===== config.mk =====
export PLATFORM = sky130hd
export DESIGN_NAME = keypad_scan_code_lock_flat
export DESIGN_NICKNAME = d
export VERILOG_FILES = /design/src/rtl/core/kscl_pkg.sv /design/src/rtl/core/kscl_in_if.sv /design/src/rtl/core/kscl_out_if.sv /design/src/rtl/core/keypad_scan_code_lock.sv /design/src/flat_wrapper.sv
export SDC_FILE = /design/constraint.sdc
export NUM_CORES = 1
export LEC_CHECK = 0
export BUFFER_PORTS_ARGS = -buffer_cell sky130_fd_sc_hd__buf_2
export CAP_MARGIN = 25
export CELL_PAD_IN_SITES_DETAIL_PLACEMENT = 0
export CELL_PAD_IN_SITES_GLOBAL_PLACEMENT = 1
export CORE_UTILIZATION = 47
export DETAILED_ROUTE_END_ITERATION = 16
export GPL_TIMING_DRIVEN = 0
export HOLD_SLACK_MARGIN = 0.12
export PLACE_DENSITY = 0.79
export SLEW_MARGIN = 0
export SYNTH_ARGS = -nofsm -noshare
export SYNTH_HDL_FRONTEND = slang
export SYNTH_SLANG_ARGS = --single-unit

===== constraint.sdc =====
create_clock -name clk_i -period 4.25 [get_ports clk_i]
set_input_delay 0.2125 -clock clk_i [delete_from_list [all_inputs] [get_ports clk_i]]
set_output_delay 0.2125 -clock clk_i [all_outputs]
set_load 0.03 [all_outputs]

===== src/rtl/core/kscl_pkg.sv =====
// Package for the keypad scan code lock: sizes, key codes and key patterns.
package kscl_pkg;

  localparam int CodeLength = 11;
  localparam int CodeW      = 44;
  localparam int CodeDigits = CodeW / 4;
  localparam int ColW       = 4;
  localparam int RowW       = 2;
  localparam int NumRows    = 4;
  localparam int MapW       = NumRows * ColW;
  localparam int KeyW       = 4;
  localparam int DigitW     = 4;
  localparam int CntW       = $clog2(CodeLength + 1);
  localparam int BufW       = CodeLength * DigitW;
  localparam int PadW       = (BufW > CodeW) ? BufW : CodeW;
  localparam int NumKeys    = 13;

  localparam logic [CodeW-1:0] CodeReset = 44'h910_0050_4346;

  localparam logic [KeyW-1:0] KeyOk    = 4'd10;
  localparam logic [KeyW-1:0] KeyBksp  = 4'd11;
  localparam logic [KeyW-1:0] KeyClear = 4'd12;

  localparam logic [NumKeys-1:0][MapW-1:0] KeyPattern = {
    16'h1000, 16'h2000, 16'h8000, 16'h0100, 16'h0010, 16'h0001, 16'h0200,
    16'h0020, 16'h0002, 16'h0400, 16'h0040, 16'h0004, 16'h0008
  };

endpackage


===== src/rtl/core/kscl_in_if.sv =====
// Request channel carrying one scan tick of column levels.
interface kscl_in_if;
  import kscl_pkg::*;

  logic            valid;
  logic            ready;
  logic [ColW-1:0] column_levels;

  modport source (output valid, output column_levels, input ready);
  modport sink (input valid, input column_levels, output ready);
endinterface


===== src/rtl/core/kscl_out_if.sv =====
// Result channel carrying scan row, lock status and decoded key.
interface kscl_out_if;
  import kscl_pkg::*;

  logic            valid;
  logic            ready;
  logic [RowW-1:0] row_to_drive_low;
  logic            match_light;
  logic [3:0]      digits_entered;
  logic            key_valid;
  logic [KeyW-1:0] key_value;

  modport source (output valid, output row_to_drive_low, output match_light,
                  output digits_entered, output key_valid, output key_value,
                  input ready);
  modport sink (input valid, input row_to_drive_low, input match_light,
                input digits_entered, input key_valid, input key_value,
                output ready);
endinterface


===== src/rtl/core/keypad_scan_code_lock.sv =====
// Keypad scanner with digit code lock: one request is one scan tick of a 4x4 matrix.
// Each request updates the driven row's nibble of the pressed-key map, steps the row
// and, on a new press of exactly one mapped key, acts on it (digit, OK, backspace,
// clear). One request is taken per clock cycle unless stalled; its result appears in
// the output register on the next cycle, and a new request is taken while that result
// is being read. The secret code may be written only while no request is in flight.
module keypad_scan_code_lock
  import kscl_pkg::*;
(
  input  logic             clk_i,
  input  logic             rst_ni,
  input  logic             cfg_we_i,
  input  logic [CodeW-1:0] cfg_wdata_i,
  kscl_in_if.sink          in_i,
  kscl_out_if.source       out_o
);

  logic [CodeW-1:0]                    secret_q;
  logic [MapW-1:0]                     map_q, map_d;
  logic [RowW-1:0]                     row_q, row_d;
  logic                                was_q, was_d;
  logic [CntW-1:0]                     cnt_q, cnt_d;
  logic [CodeLength-1:0][DigitW-1:0]   ent_q, ent_d;
  logic                                match_q, match_d;
  logic                                out_valid_q;
  logic                                key_valid_q, key_valid_d;
  logic [KeyW-1:0]                     key_value_q, key_value_d;

  logic            in_fire;
  logic            now_pressed;
  logic            hit;
  logic [KeyW-1:0] key;
  logic [PadW-1:0] code_pad;
  logic            code_ok;

  assign in_i.ready = !out_valid_q || out_o.ready;
  assign in_fire    = in_i.valid && in_i.ready;

  assign code_pad = PadW'(secret_q);
  assign code_ok  = (ent_q == code_pad[BufW-1:0]);

  always_comb begin
    map_d       = map_q;
    row_d       = row_q;
    was_d       = was_q;
    cnt_d       = cnt_q;
    ent_d       = ent_q;
    match_d     = match_q;
    key_valid_d = 1'b0;
    key_value_d = '0;
    now_pressed = 1'b0;
    hit         = 1'b0;
    key         = '0;
    if (in_fire) begin
      for (int r = 0; r < NumRows; r++) begin
        if (row_q == RowW'(r)) begin
          map_d[r*ColW +: ColW] = ~in_i.column_levels;
        end
      end
      row_d       = row_q + RowW'(1);
      now_pressed = |map_d;
      for (int j = 0; j < NumKeys; j++) begin
        if (map_d == KeyPattern[j]) begin
          hit = 1'b1;
          key = KeyW'(j);
        end
      end
      if (now_pressed && !was_q && hit) begin
        key_valid_d = 1'b1;
        key_value_d = key;
        if (key < KeyOk) begin
          if (cnt_q < CntW'(CodeLength)) begin
            for (int i = 0; i < CodeLength; i++) begin
              if (cnt_q == CntW'(i)) begin
                ent_d[i] = key;
              end
            end
            cnt_d = cnt_q + CntW'(1);
          end
        end else if (key == KeyOk) begin
          match_d = code_ok;
        end else if (key == KeyBksp) begin
          if (cnt_q != '0) begin
            cnt_d = cnt_q - CntW'(1);
            for (int i = 0; i < CodeLength; i++) begin
              if (cnt_d == CntW'(i)) begin
                ent_d[i] = '0;
              end
            end
          end
        end else begin
          cnt_d = '0;
          ent_d = '0;
        end
      end
      was_d = now_pressed;
    end
  end

  always_ff @(posedge clk_i or negedge rst_ni) begin
    if (!rst_ni) begin
      secret_q    <= CodeReset;
      map_q       <= '0;
      row_q       <= '0;
      was_q       <= 1'b0;
      cnt_q       <= '0;
      ent_q       <= '0;
      match_q     <= 1'b0;
      out_valid_q <= 1'b0;
    end else begin
      if (cfg_we_i) begin
        secret_q <= cfg_wdata_i;
      end
      map_q   <= map_d;
      row_q   <= row_d;
      was_q   <= was_d;
      cnt_q   <= cnt_d;
      ent_q   <= ent_d;
      match_q <= match_d;
      if (in_fire) begin
        out_valid_q <= 1'b1;
      end else if (out_o.ready) begin
        out_valid_q <= 1'b0;
      end
    end
  end

  always_ff @(posedge clk_i) begin
    if (in_fire) begin
      key_valid_q <= key_valid_d;
      key_value_q <= key_value_d;
    end
  end

  assign out_o.valid            = out_valid_q;
  assign out_o.row_to_drive_low = row_q;
  assign out_o.match_light      = match_q;
  assign out_o.digits_entered   = 4'(cnt_q);
  assign out_o.key_valid        = key_valid_q;
  assign out_o.key_value        = key_value_q;

endmodule


===== src/flat_wrapper.sv =====
// flat-port wrapper written by rule: the top's interface ports become plain ports
module keypad_scan_code_lock_flat import kscl_pkg::*;
  (clk_i, rst_ni, cfg_we_i, cfg_wdata_i, in_i_valid, in_i_column_levels, in_i_ready, out_o_valid, out_o_row_to_drive_low, out_o_match_light, out_o_digits_entered, out_o_key_valid, out_o_key_value, out_o_ready);
  kscl_in_if in_i_i ();
  kscl_out_if out_o_i ();
  input  logic clk_i;
  input  logic rst_ni;
  input  logic cfg_we_i;
  input  logic [CodeW-1:0] cfg_wdata_i;
  input wire logic [$bits(in_i_i.valid)-1:0] in_i_valid;
  input wire logic [$bits(in_i_i.column_levels)-1:0] in_i_column_levels;
  output wire logic [$bits(in_i_i.ready)-1:0] in_i_ready;
  output wire logic [$bits(out_o_i.valid)-1:0] out_o_valid;
  output wire logic [$bits(out_o_i.row_to_drive_low)-1:0] out_o_row_to_drive_low;
  output wire logic [$bits(out_o_i.match_light)-1:0] out_o_match_light;
  output wire logic [$bits(out_o_i.digits_entered)-1:0] out_o_digits_entered;
  output wire logic [$bits(out_o_i.key_valid)-1:0] out_o_key_valid;
  output wire logic [$bits(out_o_i.key_value)-1:0] out_o_key_value;
  input wire logic [$bits(out_o_i.ready)-1:0] out_o_ready;
  assign in_i_i.valid = in_i_valid;
  assign in_i_i.column_levels = in_i_column_levels;
  assign in_i_ready = in_i_i.ready;
  assign out_o_valid = out_o_i.valid;
  assign out_o_row_to_drive_low = out_o_i.row_to_drive_low;
  assign out_o_match_light = out_o_i.match_light;
  assign out_o_digits_entered = out_o_i.digits_entered;
  assign out_o_key_valid = out_o_i.key_valid;
  assign out_o_key_value = out_o_i.key_value;
  assign out_o_i.ready = out_o_ready;
  keypad_scan_code_lock u_core (.clk_i(clk_i), .rst_ni(rst_ni), .cfg_we_i(cfg_we_i), .cfg_wdata_i(cfg_wdata_i), .in_i(in_i_i), .out_o(out_o_i));
endmodule

==> out/metrics.cfg <==
[outcome]
status=finished, final reports clean

[clock_tree]
clkTransAtPathRegs_ps=60
clkLatencyLatePin_ps=420
hold_buffers=50
numClockSinks=118
cts_resized=0
cts_setup_buffers=0
cts_made_buffers=17
clockBufferDepth=2
root_buffer=clkbuf_16
htree_levels=4
cts_tree=built

[sta]
fin_tns_setup_ps=0
post-route-min-period_ps=3730
rsz0062_at_grt=no
setup_ws_ps=517
hold_viol=0
fmax_mhz=268
fin_skew_ps=9.16
slew_headroom=0.450
drv_slew=0
fin_crit_sh=0.878
setup_violations=0
worstMarginPinSlew_ps=824

[cells_and_area]
area_delta_synth_final_pct=27.1
final_cell_mix=dfrtp_1 (102), buf_2 (68), xnor2_1 (51)
n_antenna_cell=0
fill_cells=1031
layout-drive-gt1-share=0.266
final_common_cell=dfrtp_1
finalNetCount=756

[floorplan]
die_h_um=117
core-area_um2=12800
fp.dieArea_um2=13800
io_pins=67
die_x_um=117
rows=41
start_util=0.488

[grt]
antenna_found_initial=0
overflow=0
grt_max_degree=42
grt_use_total=0.235
grt_pass1_wl_um=24900
first_global_vias=4705

[yosys]
async_flop_share=0.958
synthesis.nets=620
synth_edf_count=5
yosys_warnings=0
synth.distinct_cells=70
syn_area_per_cell_um2=11.3
synthCells=554
synth.yosys.seq_area_share=0.478
synth_ff_type=dfrtp_1
netlist_area_um2=6260
synth-seq-cells=118

[critical_path]
r2r-end=u_core.ent_q[22]$_DFFE_PN0P_
arrival_ps=4030
slowest_delay_ps=610
end_kind=register
critPathSlowestCell=a221oi_1
r2r-start=u_core.out_o.row_to_drive_low[0]$_DFFE_PN0P_
path_cells=inv_1, ha_1, or2_2, a221oi_1, and2_1, nand4_1, a21boi_1, o31ai_1, buf_6, nor2_4, mux2_1
crit_start=u_core.out_o.row_to_drive_low[0]$_DFFE_PN0P_
start_kind=register
crit_fanout=10
critical_path_required_ps=4540
worstSetupPathType=register to register
reg2regPathDepth=11
worst-r2r-setup-slack_ps=520

[drt]
drt_iter0_drc=184
wl_um=15200
dr.pass1.iters=6
wl_per_cell_um=17.3
post-route-drc-count=0
antenna_left=0
vias=4666
via_per_inst=5.33

[min_path]
hold_path_class=input pin to async pin

[place]
portBuffers=65
hpwl_um=10600
post-place-ws_ps=562
gp_congestion=0.851

[job]
cap_violations=0

[power_and_ir_drop]
ir_drop_v=0.000303
powerDensity_nw_per_um2=489
p_leak_nw=3.46

[per-layer routing]
layer  global-route usage  up-vias  wire (um)
li1                     -     2257          -
met1                0.299     2296       6740
met2                0.398      103       7670
met3               0.0530       10        573
met4               0.0698        0        174
met5                    0        -          0
[cell usage after synthesis (3+ instances only)]
cell type  number  share of area
ha_1           13          0.026
clkbuf_1       10         0.0060
dfrtp_1       102           0.41
xnor2_1        51          0.071
nor2b_1         9         0.0090
and2_1          6         0.0060
buf_2           4         0.0032
a221oi_1        3         0.0042
a211o_1         3         0.0042
o21ai_1        11         0.0088
nand2_1        46          0.028
o21a_1          3         0.0036
a22o_1          9          0.013
nor2_1         22          0.013
nor3_1          7         0.0056
buf_1           5         0.0030
mux2_1         30          0.054
nor2_4         10          0.018
a31oi_1         5         0.0050
a21oi_1        10         0.0080
nor4_1          3         0.0030
inv_1          12         0.0072
o21ai_0        29          0.023
nand4_1        14          0.014
mux2_2         45          0.081
or2_2           3         0.0030
nand3_1         3         0.0024
o31ai_1         7         0.0084
edfxtp_1        5          0.024
nand2b_1       11          0.011
dfstp_2        11          0.046
[metrics by stage]
step,total power [mW],cells,cell area (um^2),utilization,hold slack (ps)
3_3_place_gp,2.33,791,6800,0.530,418
6_report,3.89,875,7960,0.620,294
3_5_place_dp,2.37,793,6840,0.533,199
2_1_floorplan,2.12,554,6260,-,-83.1
5_1_grt,4.09,875,7960,0.620,316
4_1_cts,3.91,875,7960,0.620,290
[state kept, by name (all words and copies together), names as in the netlist]
register and count:
u_core.code_pad 44, u_core.ent_q 44, u_core.map_q 16, u_core.out_o.digits_entered 4
u_core.out_o.key_value 4, u_core.out_o.row_to_drive_low 2, u_core.out_o.key_valid 1, u_core.out_o.match_light 1
u_core.out_o.valid 1, u_core.was_q 1
[power breakdown]
group / internal (mW) / switching [mW] / total [mW] / leakage, nW
clock: 0.937 / 0.553 / 1.49 / 0.302
sequential: 1.27 / 0.0880 / 1.36 / 1.47
combinational: 0.437 / 0.604 / 1.04 / 1.69
total: 2.64 / 1.25 / 3.89 / 3.46
[final cells by class]
class / count / area, um^2 / area share
clock inverter: 15 / 190 / 0.0239
inverter: 13 / 48.8 / 0.00613
tap: 172 / 215 / 0.0270
multi-input combinational: 402 / 3120 / 0.392
timing repair buffer: 117 / 868 / 0.109
buffer: 21 / 98.8 / 0.0124
clock buffer: 17 / 425 / 0.0535
sequential: 118 / 2990 / 0.376
[cell families (layout without fill, tap and decap cells)]
family	Yosys count	count (layout)	share of synthesized area
AO/OA/AOI/OAI	106	106	0.119
XOR/XNOR	51	51	0.0714
adder cells (fa/ha/maj)	13	13	0.0260
buffers and inverters	34	183	0.0236
flip-flops	118	118	0.478
multiplexers	79	79	0.143
AND/OR/NAND/NOR	153	153	0.139
[worst max-delay path, delay by kind of cell (launching register included)]
| family | cells | cell delay [ps] |
|---|---|---|
| buffers and inverters | 2 | 370 |
| muxes | 1 | 350 |
| AOI/OAI and AO/OA | 3 | 1190 |
| DFF | 1 | 440 |
| and+or+nand+nor | 4 | 980 |
| adders and majority gates | 1 | 270 |
[how the worst max path moves through the flow]
stage | endpoint | slack (ps) | depth (start not counted)
floorplan | u_core.ent_q[38]$_DFFE_PN0P_ | 1060 | 11
global placement | u_core.ent_q[18]$_DFFE_PN0P_ | 650 | 11
detailed placement | u_core.ent_q[16]$_DFFE_PN0P_ | 560 | 11
CTS | u_core.ent_q[22]$_DFFE_PN0P_ | 520 | 11
global route | u_core.ent_q[22]$_DFFE_PN0P_ | 280 | 11
finish | u_core.ent_q[22]$_DFFE_PN0P_ | 520 | 11
Note: power is estimated with default switching activity, not from simulation.
